`src/hdl/csem_pkg.sv`:
```
// Package with the shared types and codes of the counting semaphore.
`default_nettype none

package csem_pkg;

  // Field widths of the request and result ports.
  localparam int unsigned CMD_W    = 2;
  localparam int unsigned TID_W    = 8;
  localparam int unsigned STATUS_W = 3;
  localparam int unsigned INIT_W   = 16;

  // The semaphore count is an 18-bit signed value.
  localparam int unsigned COUNT_W = 18;
  localparam logic signed [COUNT_W-1:0] COUNT_MAX = 18'sh1FFFF;

  typedef enum logic [CMD_W-1:0] {
    CMD_WAIT   = 2'd0,
    CMD_SIGNAL = 2'd1,
    CMD_TRY    = 2'd2,
    CMD_CLOSE  = 2'd3
  } cmd_e;

  typedef enum logic [STATUS_W-1:0] {
    STAT_OK       = 3'd0,
    STAT_BLOCKED  = 3'd1,
    STAT_TRY_FAIL = 3'd2,
    STAT_CLOSED   = 3'd3,
    STAT_FULL     = 3'd4
  } status_e;

  typedef enum logic [1:0] {
    ST_IDLE,
    ST_POP,
    ST_DRAIN
  } state_e;

  // Queue commands from the controller.
  typedef struct packed {
    logic push;
    logic pop;
    logic clear;
  } q_ctrl_t;

  // Queue status toward the controller.
  typedef struct packed {
    logic empty;
    logic full;
  } q_stat_t;

endpackage

`default_nettype wire

```
`src/hdl/csem_queue.sv`:
```
// Circular wait queue of thread ids held in a synchronous memory.
`default_nettype none

module csem_queue #(
  parameter int unsigned MAX_WAITERS = 16,
  parameter int unsigned ID_BITS     = 8
) (
  input  wire logic             clk_i,
  input  wire logic             rst_ni,
  input  wire csem_pkg::q_ctrl_t ctrl_i,
  input  wire logic [ID_BITS-1:0] wr_data_i,
  output logic [ID_BITS-1:0]    rd_data_o,
  output csem_pkg::q_stat_t     stat_o
);

  localparam int unsigned AW = (MAX_WAITERS > 1) ? $clog2(MAX_WAITERS) : 1;
  localparam int unsigned NW = $clog2(MAX_WAITERS + 1);
  localparam logic [AW-1:0] LAST_IDX = AW'(MAX_WAITERS - 1);
  localparam logic [NW-1:0] FULL_CNT = NW'(MAX_WAITERS);

  logic [ID_BITS-1:0] mem [MAX_WAITERS];
  logic [ID_BITS-1:0] rd_data_q;
  logic [AW-1:0]      head_q, head_d;
  logic [AW-1:0]      tail_q, tail_d;
  logic [NW-1:0]      cnt_q, cnt_d;

  always_comb begin
    head_d = head_q;
    tail_d = tail_q;
    cnt_d  = cnt_q;
    if (ctrl_i.clear) begin
      head_d = '0;
      tail_d = '0;
      cnt_d  = '0;
    end else begin
      if (ctrl_i.push) begin
        tail_d = (tail_q == LAST_IDX) ? '0 : tail_q + AW'(1);
        cnt_d  = cnt_q + NW'(1);
      end
      if (ctrl_i.pop) begin
        head_d = (head_q == LAST_IDX) ? '0 : head_q + AW'(1);
        cnt_d  = cnt_q - NW'(1);
      end
    end
  end

  always_ff @(posedge clk_i or negedge rst_ni) begin
    if (!rst_ni) begin
      head_q <= '0;
      tail_q <= '0;
      cnt_q  <= '0;
    end else begin
      head_q <= head_d;
      tail_q <= tail_d;
      cnt_q  <= cnt_d;
    end
  end

  // The controller never pushes and pops in the same cycle, so a read
  // always sees every earlier write without forwarding.
  always_ff @(posedge clk_i) begin
    if (ctrl_i.push) begin
      mem[tail_q] <= wr_data_i;
    end
    if (ctrl_i.pop) begin
      rd_data_q <= mem[head_q];
    end
  end

  assign rd_data_o    = rd_data_q;
  assign stat_o.empty = (cnt_q == '0);
  assign stat_o.full  = (cnt_q == FULL_CNT);

endmodule

`default_nettype wire

```
`src/hdl/counting_semaphore_with_wait_queue_core.sv`:
```
// Top level of the counting semaphore: count, command sequencer and result register.
//
// Usage: a request (cmd_i, thread_id_i) is taken at a clock edge where start_i
// is high and busy_o is low. Each result appears on status_o, released_valid_o,
// released_id_o and last_o for exactly one cycle with done_o high; the
// receiver cannot stall it. The user must write the init_count register
// via cfg_we_i / cfg_wdata_i only while idle; the block does not enforce it.
// A wait, a try-wait, a signal that releases nobody and a close of an empty
// queue give their result in the cycle after the request, and the next
// request may follow at once. A signal that releases a waiter passes
// through the registered read of the waiter memory and the ST_POP state
// before its result. A close with waiters gives one result per waiter on
// consecutive cycles from the ST_DRAIN state, one memory read per cycle,
// and busy_o stays high while the queue drains.
// Reset: the count and init_count go to zero and the queue is empty; the
// waiter memory needs no clearing pass, so the block is ready right away.
`default_nettype none

module counting_semaphore_with_wait_queue_core #(
  parameter int unsigned MAX_WAITERS = 16,
  parameter int unsigned ID_BITS     = 8
) (
  input  wire logic                           clk_i,
  input  wire logic                           rst_ni,
  input  wire logic                           start_i,
  output logic                                busy_o,
  input  wire logic [csem_pkg::CMD_W-1:0]     cmd_i,
  input  wire logic [csem_pkg::TID_W-1:0]     thread_id_i,
  input  wire logic                           cfg_we_i,
  input  wire logic [csem_pkg::INIT_W-1:0]    cfg_wdata_i,
  output logic                                done_o,
  output logic [csem_pkg::STATUS_W-1:0]       status_o,
  output logic                                released_valid_o,
  output logic [csem_pkg::TID_W-1:0]          released_id_o,
  output logic                                last_o
);

  localparam int unsigned CW = csem_pkg::COUNT_W;

  csem_pkg::state_e  state_q, state_d;
  csem_pkg::q_ctrl_t q_ctrl;
  csem_pkg::q_stat_t q_stat;
  csem_pkg::cmd_e    cmd;

  logic [ID_BITS-1:0]            rd_data;
  logic [csem_pkg::INIT_W-1:0]   init_q;
  logic signed [CW-1:0]          count_q, count_d;
  logic                          accept;
  logic                          count_le0;
  logic                          count_sat;
  logic                          release_now;

  logic                          done_q, done_d;
  logic [csem_pkg::STATUS_W-1:0] status_q, status_d;
  logic                          rvalid_q, rvalid_d;
  logic [csem_pkg::TID_W-1:0]    rid_q, rid_d;
  logic                          last_q, last_d;

  assign cmd       = csem_pkg::cmd_e'(cmd_i);
  assign accept    = start_i && (state_q == csem_pkg::ST_IDLE);
  assign count_le0 = count_q[CW-1] || (count_q == '0);
  assign count_sat = (count_q == csem_pkg::COUNT_MAX);
  // After the increment the count stays at or below zero only if it was negative.
  assign release_now = !count_sat && count_q[CW-1] && !q_stat.empty;

  csem_queue #(
    .MAX_WAITERS (MAX_WAITERS),
    .ID_BITS     (ID_BITS)
  ) u_queue (
    .clk_i     (clk_i),
    .rst_ni    (rst_ni),
    .ctrl_i    (q_ctrl),
    .wr_data_i (ID_BITS'(thread_id_i)),
    .rd_data_o (rd_data),
    .stat_o    (q_stat)
  );

  // Next state.
  always_comb begin
    state_d = state_q;
    unique case (state_q)
      csem_pkg::ST_IDLE: begin
        if (accept && cmd == csem_pkg::CMD_SIGNAL && release_now) begin
          state_d = csem_pkg::ST_POP;
        end else if (accept && cmd == csem_pkg::CMD_CLOSE && !q_stat.empty) begin
          state_d = csem_pkg::ST_DRAIN;
        end
      end
      csem_pkg::ST_POP: begin
        state_d = csem_pkg::ST_IDLE;
      end
      csem_pkg::ST_DRAIN: begin
        if (q_stat.empty) begin
          state_d = csem_pkg::ST_IDLE;
        end
      end
      default: begin
        state_d = csem_pkg::ST_IDLE;
      end
    endcase
  end

  // Datapath and outputs.
  always_comb begin
    q_ctrl   = '0;
    count_d  = count_q;
    done_d   = 1'b0;
    status_d = csem_pkg::STAT_OK;
    rvalid_d = 1'b0;
    rid_d    = '0;
    last_d   = 1'b1;
    unique case (state_q)
      csem_pkg::ST_IDLE: begin
        if (accept) begin
          unique case (cmd)
            csem_pkg::CMD_WAIT: begin
              done_d = 1'b1;
              if (count_le0 && q_stat.full) begin
                status_d = csem_pkg::STAT_FULL;
              end else begin
                count_d = count_q - CW'(1);
                if (count_le0) begin
                  q_ctrl.push = 1'b1;
                  status_d    = csem_pkg::STAT_BLOCKED;
                end
              end
            end
            csem_pkg::CMD_SIGNAL: begin
              if (!count_sat) begin
                count_d = count_q + CW'(1);
              end
              if (release_now) begin
                q_ctrl.pop = 1'b1;
              end else begin
                done_d = 1'b1;
              end
            end
            csem_pkg::CMD_TRY: begin
              done_d = 1'b1;
              if (count_le0) begin
                status_d = csem_pkg::STAT_TRY_FAIL;
              end else begin
                count_d = count_q - CW'(1);
              end
            end
            csem_pkg::CMD_CLOSE: begin
              if (q_stat.empty) begin
                done_d       = 1'b1;
                q_ctrl.clear = 1'b1;
                count_d      = CW'(init_q);
              end else begin
                q_ctrl.pop = 1'b1;
              end
            end
            default: begin
              done_d = 1'b0;
            end
          endcase
        end
      end
      csem_pkg::ST_POP: begin
        done_d   = 1'b1;
        rvalid_d = 1'b1;
        rid_d    = csem_pkg::TID_W'(rd_data);
      end
      csem_pkg::ST_DRAIN: begin
        // The pop behind this result has already left the queue, so an empty
        // queue marks the final release.
        done_d   = 1'b1;
        status_d = csem_pkg::STAT_CLOSED;
        rvalid_d = 1'b1;
        rid_d    = csem_pkg::TID_W'(rd_data);
        last_d   = q_stat.empty;
        if (q_stat.empty) begin
          q_ctrl.clear = 1'b1;
          count_d      = CW'(init_q);
        end else begin
          q_ctrl.pop = 1'b1;
        end
      end
      default: begin
        done_d = 1'b0;
      end
    endcase
  end

  always_ff @(posedge clk_i or negedge rst_ni) begin
    if (!rst_ni) begin
      state_q <= csem_pkg::ST_IDLE;
      count_q <= '0;
      init_q  <= '0;
      done_q  <= 1'b0;
    end else begin
      state_q <= state_d;
      count_q <= count_d;
      done_q  <= done_d;
      if (cfg_we_i) begin
        init_q <= cfg_wdata_i;
      end
    end
  end

  always_ff @(posedge clk_i) begin
    status_q <= status_d;
    rvalid_q <= rvalid_d;
    rid_q    <= rid_d;
    last_q   <= last_d;
  end

  assign busy_o           = (state_q != csem_pkg::ST_IDLE);
  assign done_o           = done_q;
  assign status_o         = status_q;
  assign released_valid_o = rvalid_q;
  assign released_id_o    = rid_q;
  assign last_o           = last_q;

  // A close keeps releasing on consecutive cycles until its final result.
  a_drain_contiguous: assert property (@(posedge clk_i) disable iff (!rst_ni)
    done_o && !last_o |=> done_o && status_o == csem_pkg::STAT_CLOSED)
    else $error("close results are not back to back");

  // Only a signal or a close hands out a released id.
  a_release_status: assert property (@(posedge clk_i) disable iff (!rst_ni)
    done_o && released_valid_o |->
      (status_o == csem_pkg::STAT_OK || status_o == csem_pkg::STAT_CLOSED))
    else $error("released id with a wrong status");

  // Without a release the id field reads zero.
  a_release_id_zero: assert property (@(posedge clk_i) disable iff (!rst_ni)
    done_o && !released_valid_o |-> released_id_o == '0)
    else $error("released id set without release");

  // A try-wait on a count at or below zero fails on the next cycle.
  a_try_fail: assert property (@(posedge clk_i) disable iff (!rst_ni)
    accept && cmd == csem_pkg::CMD_TRY && count_le0 |=>
      done_o && status_o == csem_pkg::STAT_TRY_FAIL)
    else $error("try-wait did not fail");

endmodule

`default_nettype wire
```
`config.mk`:
```
export PLATFORM = sky130hd
export DESIGN_NAME = counting_semaphore_with_wait_queue_core
export DESIGN_NICKNAME = d
export VERILOG_FILES = /design/src/hdl/csem_pkg.sv /design/src/hdl/csem_queue.sv /design/src/hdl/counting_semaphore_with_wait_queue_core.sv
export SDC_FILE = /design/constraint.sdc
export NUM_CORES = 1
export LEC_CHECK = 0
export BUFFER_PORTS_ARGS = -buffer_cell sky130_fd_sc_hd__clkbuf_2
export CORE_MARGIN = 3
export CORE_UTILIZATION = 45
export CTS_BUF_LIST = sky130_fd_sc_hd__clkbuf_8
export DETAILED_ROUTE_END_ITERATION = 7
export HOLD_SLACK_MARGIN = 0.1
export PLACE_DENSITY = 0.66
export SLEW_MARGIN = 5
export SYNTH_ARGS = -nofsm -noshare
export SYNTH_HDL_FRONTEND = slang
export SYNTH_HIERARCHICAL = 1
export SYNTH_SLANG_ARGS = --single-unit
```
`constraint.sdc`:
```
create_clock -name clk_i -period 3.4 [get_ports clk_i]
set_clock_uncertainty 0.2 [all_clocks]
set_input_delay 0.51 -clock clk_i [delete_from_list [all_inputs] [get_ports clk_i]]
set_output_delay 0.51 -clock clk_i [all_outputs]
set_load 0.05 [all_outputs]
```
======== After elaboration in Yosys (flattened, before gate mapping) ========
Memory sizes are Yosys's and may differ from the RTL's. A register that Yosys moved wholly into a read port is not among the register bits.
Index checks and enable logic that the tools add are counted.
Widths: inputs -> output; s select.
word-level totals
  word-level logic and storage cells ...... 101
  latch bits .............................. 0
  input port bits ......................... 30
  memories ................................ 1
  bits in read-only memories .............. 0
  output and inout port bits .............. 15
  register bits after elaboration ......... 63
  bits in writable memories ............... 128
operators by class
  equality and inequality tests ........... 15
  shift operators ......................... 0
  magnitude comparators ................... 0
  reductions and logical operators ........ 24
  bitwise gates (word level) .............. 0
  div/mod/pow operators ................... 0
  add/subtract/negate cells ............... 6
  multiply operators ...................... 0
  muxes and demuxes ....................... 44
memory list
  name         depth  bits a word  rd ports  clocked after memory_dff  write ports  line              RTL
  u_queue.mem  16     8            1         1                         1            csem_queue.sv:21  logic [ID_BITS-1:0] mem [MAX_WAITERS];
operators with widths
  operator               number
  $mux 18                5
  $pmux 18 s4            1
  $pmux 18 s2            1
  $mux 4                 6
  $add 18x2->18 const B  1
  $eq 18x18->1 const B   1
  $logic_not 18->1       1
  $sub 18x2->18 const B  1
  $mux 5                 3
  $mux 1                 14
  $pmux 3 s2             2
  $mux 3                 3
  $ne 3x3->1 const B     3
  $add 4x1->4 const B    2
  $eq 4x4->1 const B     2
  $logic_and 1x1->1      8
  $mux 2                 4
  $pmux 2 s2             2
  $reduce_bool 2->1      4
  $eq 2x2->1 const B     3
  $add 5x1->5 const B    1
  $eq 5x5->1 const B     1
  $logic_not 5->1        1
  $reduce_and 5->1       1
  12 further kinds       18

======== Logic depth before layout (Yosys ltp) ========
  depth after elaboration ................. 11
  gate-level depth with buffers ........... 13
  depth with buffers taken out ............ 12

======== Cells and area by module ========
Netlist, hierarchy kept.
modules (own cells, without submodules)
  module                                   cells each  area an instance (um2)  instances  sequential area each (um2)
  csem_queue                               353         6058.3                  1          4409.2
  counting_semaphore_with_wait_queue_core  302         2925.3                  1          1186.1

======== Least setup slack after synthesis ========
OpenSTA, ideal clock, no wires.
  kind .................................... flip-flop to flip-flop
  from .................................... reg state_q[0]
  to ...................................... reg u_queue.cnt_q[4]
  data arrival time ....................... 3.199 ns
  required time ........................... 3.072 ns
  clock period less this slack ............ 3.527 ns
  library setup time ...................... 0.128 ns
  path buffers ............................ 1
  stages on the path, launching flop included .. 14
  path slack .............................. -0.127 ns
  cells stage by stage .................... dfrtp_1 > inv_1 > ha_1 > and3_1 > o21ai_0 > a21oi_1 > clkbuf_1 > inv_1 > fa_1 > inv_1 > a21o_1 > a21oi_1 > mux2i_1 > mux2_1
RTL lines
  what                      line                                            RTL
  start: declaration        counting_semaphore_with_wait_queue_core.sv:40   csem_pkg::state_e state_q, state_d;
  start signal: assignment  counting_semaphore_with_wait_queue_core.sv:189  state_q <= csem_pkg::ST_IDLE;
  start signal: assignment  counting_semaphore_with_wait_queue_core.sv:194  state_q <= state_d;
  end signal: assignment    csem_queue.sv:55                                cnt_q <= cnt_d;
  end: declaration          csem_queue.sv:25                                logic [NW-1:0] cnt_q, cnt_d;

==> results_dict.tcl <==
set metrics [dict create \
    syn_area_um2 8980 \
    seq_area_frac_synth_pct 62.3 \
    slew_viol_final 0 \
    cts_root_buf "clkbuf_8" \
    synthXorXnorAreaFrac_pct 1.85 \
    die_w_um 147 \
    synth_nets 714 \
    totalWireLength_mm 18.5 \
    worstPathCellList "inv_1 -> ha_1 -> and3_1 -> o21ai_0 -> a21oi_2 -> buf_4 -> ha_1 -> a21oi_1 -> mux2i_1 -> mux2_1" \
    cts_sinks 199 \
    vias_per_cell 5.47 \
    timing.rr.start "state_q[0]" \
    postPlaceCellArea_um2 9610 \
    synth_adder_area_share_pct 4.21 \
    start_kind "register" \
    grt_first_pass_wirelength_mm 29.9 \
    clkTransAtPathRegs_ns 0.10 \
    cp_num_buf_inv 2 \
    final_antenna_net_count 0 \
    hold_end "status_o[1]" \
    drive_gt1_share_pct 21.2 \
    place_congestion 0.852 \
    io_buffers 44 \
    clk_latency_ns 0.47 \
    crit_required_ns 3.56 \
    fin_crit_sh_pct 87.7 \
    worst_slew_pin_slew_ns 1.09 \
    ys_types 63 \
    num_rows 51 \
    max-slew-margin-rel_pct 27.1 \
    pin_count 45 \
    finalCriticalPeriod_ns 2.98 \
    synth_edf_count 136 \
    min_path_cells 3 \
    area_growth_pct 13.5 \
    core_region_area_um2 19500 \
    path_max_fanout 19 \
    hold_start "cmd_i[1]" \
    cpPeakStageDelay_ns 0.42 \
    rsz0062_at_grt "false" \
    synth_mux_area_share_pct 10.4 \
    antenna_cells 0 \
    yosys_most_used_dff "edfxtp_1" \
    fin_area_um2 10200 \
    drc_errors 0 \
    peakVddDrop_uv 359 \
    grt_max_degree 44 \
    ys_seq_elements 199 \
    r2r_cells 10 \
    power_density_nw_per_um2 818 \
    fin_nets 800 \
    cap_violations 0 \
    overflow 0 \
    clockBufferDepth 2 \
    htree_levels 4 \
    setup_tns_ns 0 \
    status "complete, no violations" \
    async_flop_share_pct 25.1 \
    max_freq_ghz 0.335 \
    crit_top_cell "ha_1" \
    crit_type "register to register" \
    wl_per_cell_um 18.1 \
    dr.pass1.iters 6 \
    tritoncts "done" \
    dp_hpwl_mm 13.1 \
    drt_iter0_drc 527 \
    syn_inst 655 \
    crit_slowest_cell "dfrtp_1" \
    r2r_end "u_queue/cnt_q[4]" \
    p_leak_nw 3.85 \
    yosys_warnings 6 \
    setup_violations 0 \
    avgSynthCellArea_um2 13.7 \
    min_path_type "input port to register" \
    initial_core_util_pct 46.0 \
    hold_viol 0 \
    track_usage_pct 17.6 \
    dieArea_um2 21700 \
    synth_top_family_by_area "compound AO/OA/AOI/OAI gates" \
    path_delay_family "adder cells" \
    cp.arrival_ns 3.14 \
    cts_buffers 17 \
    synth_compound_area_share_pct 10.7 \
    die_h_um 147 \
    r2r_setup_slack_ns 0.42 \
    num_vias 5572 \
    synthSimpleGateAreaFrac_pct 7.83 \
    grt_pass1_vias 5497 \
    antenna_found_initial 0 \
    cp-end-kind "register" \
]
## synthesized netlist by cell type (5+ instances only)
| library cell | instances | area, um2 |
|---|---|---|
| edfxtp_1 | 136 | 4080 |
| dfrtp_1 | 50 | 1250 |
| nand2_1 | 45 | 169 |
| nor2_1 | 41 | 154 |
| mux2i_1 | 38 | 380 |
| a21oi_1 | 32 | 160 |
| ha_1 | 27 | 338 |
| o21ai_0 | 22 | 110 |
| a221oi_1 | 16 | 140 |
| mux2_2 | 16 | 180 |
| mux4_2 | 16 | 360 |
| inv_1 | 14 | 52.6 |
| dfxtp_1 | 13 | 260 |
| xnor2_1 | 13 | 114 |
| and2_1 | 11 | 68.8 |
| clkbuf_1 | 11 | 41.3 |
| o21ai_1 | 11 | 55.1 |
| o22ai_1 | 11 | 68.8 |
| a21o_1 | 10 | 75.1 |
| a22oi_1 | 9 | 67.6 |
| a31oi_1 | 8 | 50.1 |
| nand2b_1 | 8 | 50.1 |
| buf_6 | 7 | 78.8 |
| nor2b_1 | 7 | 43.8 |
| nor3_1 | 7 | 35.0 |
| buf_2 | 6 | 30.0 |
| nor4_1 | 6 | 37.5 |
| xor2_1 | 6 | 52.6 |
| nand3_1 | 5 | 25.0 |
## timing repair
action                    4_1_cts  5_1_grt
hold endpoints to repair       57        0
hold buffers                   17        0
setup buffers                   0        0
resized for setup               0        0
## how the worst max path moves through the flow
stage	from	end	slack, ns	cells past startpoint
2_1_floorplan	state_q[0]	u_queue/cnt_q[4]	0.1	13
3_3_place_gp	cmd_i[1]	count_q[17]	0.28	11
3_5_place_dp	cmd_i[1]	count_q[15]	0.20	11
4_1_cts	state_q[0]	u_queue/cnt_q[4]	0.42	10
5_1_grt	state_q[1]	u_queue/cnt_q[4]	0.24	10
6_report	state_q[0]	u_queue/cnt_q[4]	0.42	10
## through the flow
| stage | cells | total power [mW] | util (%) | setup WS [ns] | hold WS, ns |
|---|---|---|---|---|---|
| after global routing | 1019 | 8.89 | 52.2 | 0.236 | 0.113 |
| after detailed placement | 970 | 6.80 | 49.2 | 0.196 | 0.233 |
| after global placement | 970 | 6.71 | 49.2 | 0.278 | 0.237 |
| after floorplan | 655 | 6.01 | - | 0.0976 | 0.0144 |
| final | 1019 | 8.34 | 52.2 | 0.419 | 0.148 |
| after CTS | 1019 | 8.37 | 52.2 | 0.422 | 0.117 |
## flip-flops by register name (all words and copies together), names as in the netlist
register,count
count_q,18
done_o,1
init_q,16
last_o,1
released_id_o,8
released_valid_o,1
state_q,2
status_o,3
u_queue/cnt_q,5
u_queue/head_q,4
u_queue/mem,128
u_queue/rd_data_o,8
u_queue/tail_q,4
## layout make-up
class / instances / area, um2
inverters: 17 / 63.8
clock inverters: 15 / 184
clock buffers: 17 / 234
flip-flops and latches: 199 / 5600
multi-input cells: 411 / 3140
repair buffers: 95 / 646
well taps: 265 / 332
fillers: 1642 / 9330
## worst reg2reg max path, cell delays in order (launching register included)
cell     delay [ns]
dfrtp_1        0.42
inv_1          0.12
ha_1           0.31
and3_1         0.21
o21ai_0        0.11
a21oi_2        0.22
buf_4          0.28
ha_1           0.30
a21oi_1        0.17
mux2i_1        0.21
mux2_1         0.33
## where the power goes
| part | switching, mW | total, mW | internal, mW |
|---|---|---|---|
| combinational | 2.03 | 3.47 | 1.45 |
| sequential | 0.359 | 3.33 | 2.97 |
| clock | 0.958 | 1.54 | 0.585 |
| total | 3.35 | 8.34 | 5.00 |
## routing by layer
| metal | GRT usage, % | share of wire, % |
|---|---|---|
| met1 | 26.1 | 48 |
| met2 | 26.2 | 45 |
| met3 | 4.16 | 5.1 |
| met4 | 4.80 | 1.2 |
| met5 | 0 | 0 |
## cells by family (layout without fill, tap and decap cells)
| family | count (synthesis) | count (layout) |
|---|---|---|
| AOI/OAI and AO/OA | 145 | 145 |
| muxes | 71 | 71 |
| DFF | 199 | 199 |
| adders and majority gates | 29 | 29 |
| xor gates and xnor gates | 19 | 19 |
| and+or+nand+nor | 147 | 147 |
| buffers and inverters | 45 | 144 |
## cells in the final DEF, fill, tap and decap left out, types with 11 or more instances in the layout
master,n
a21oi_1,31
a221oi_1,16
and2_1,11
buf_4,34
clkbuf_2,44
clkbuf_8,17
dfrtp_1,49
dfxtp_1,13
dlygate4sd3_1,17
edfxtp_1,136
ha_1,27
inv_1,14
mux2_2,16
mux2i_1,38
mux4_2,16
nand2_1,45
nor2_1,41
o21ai_0,22
o21ai_1,11
o22ai_1,11
xnor2_1,13
(Power assumes the default switching activity.)
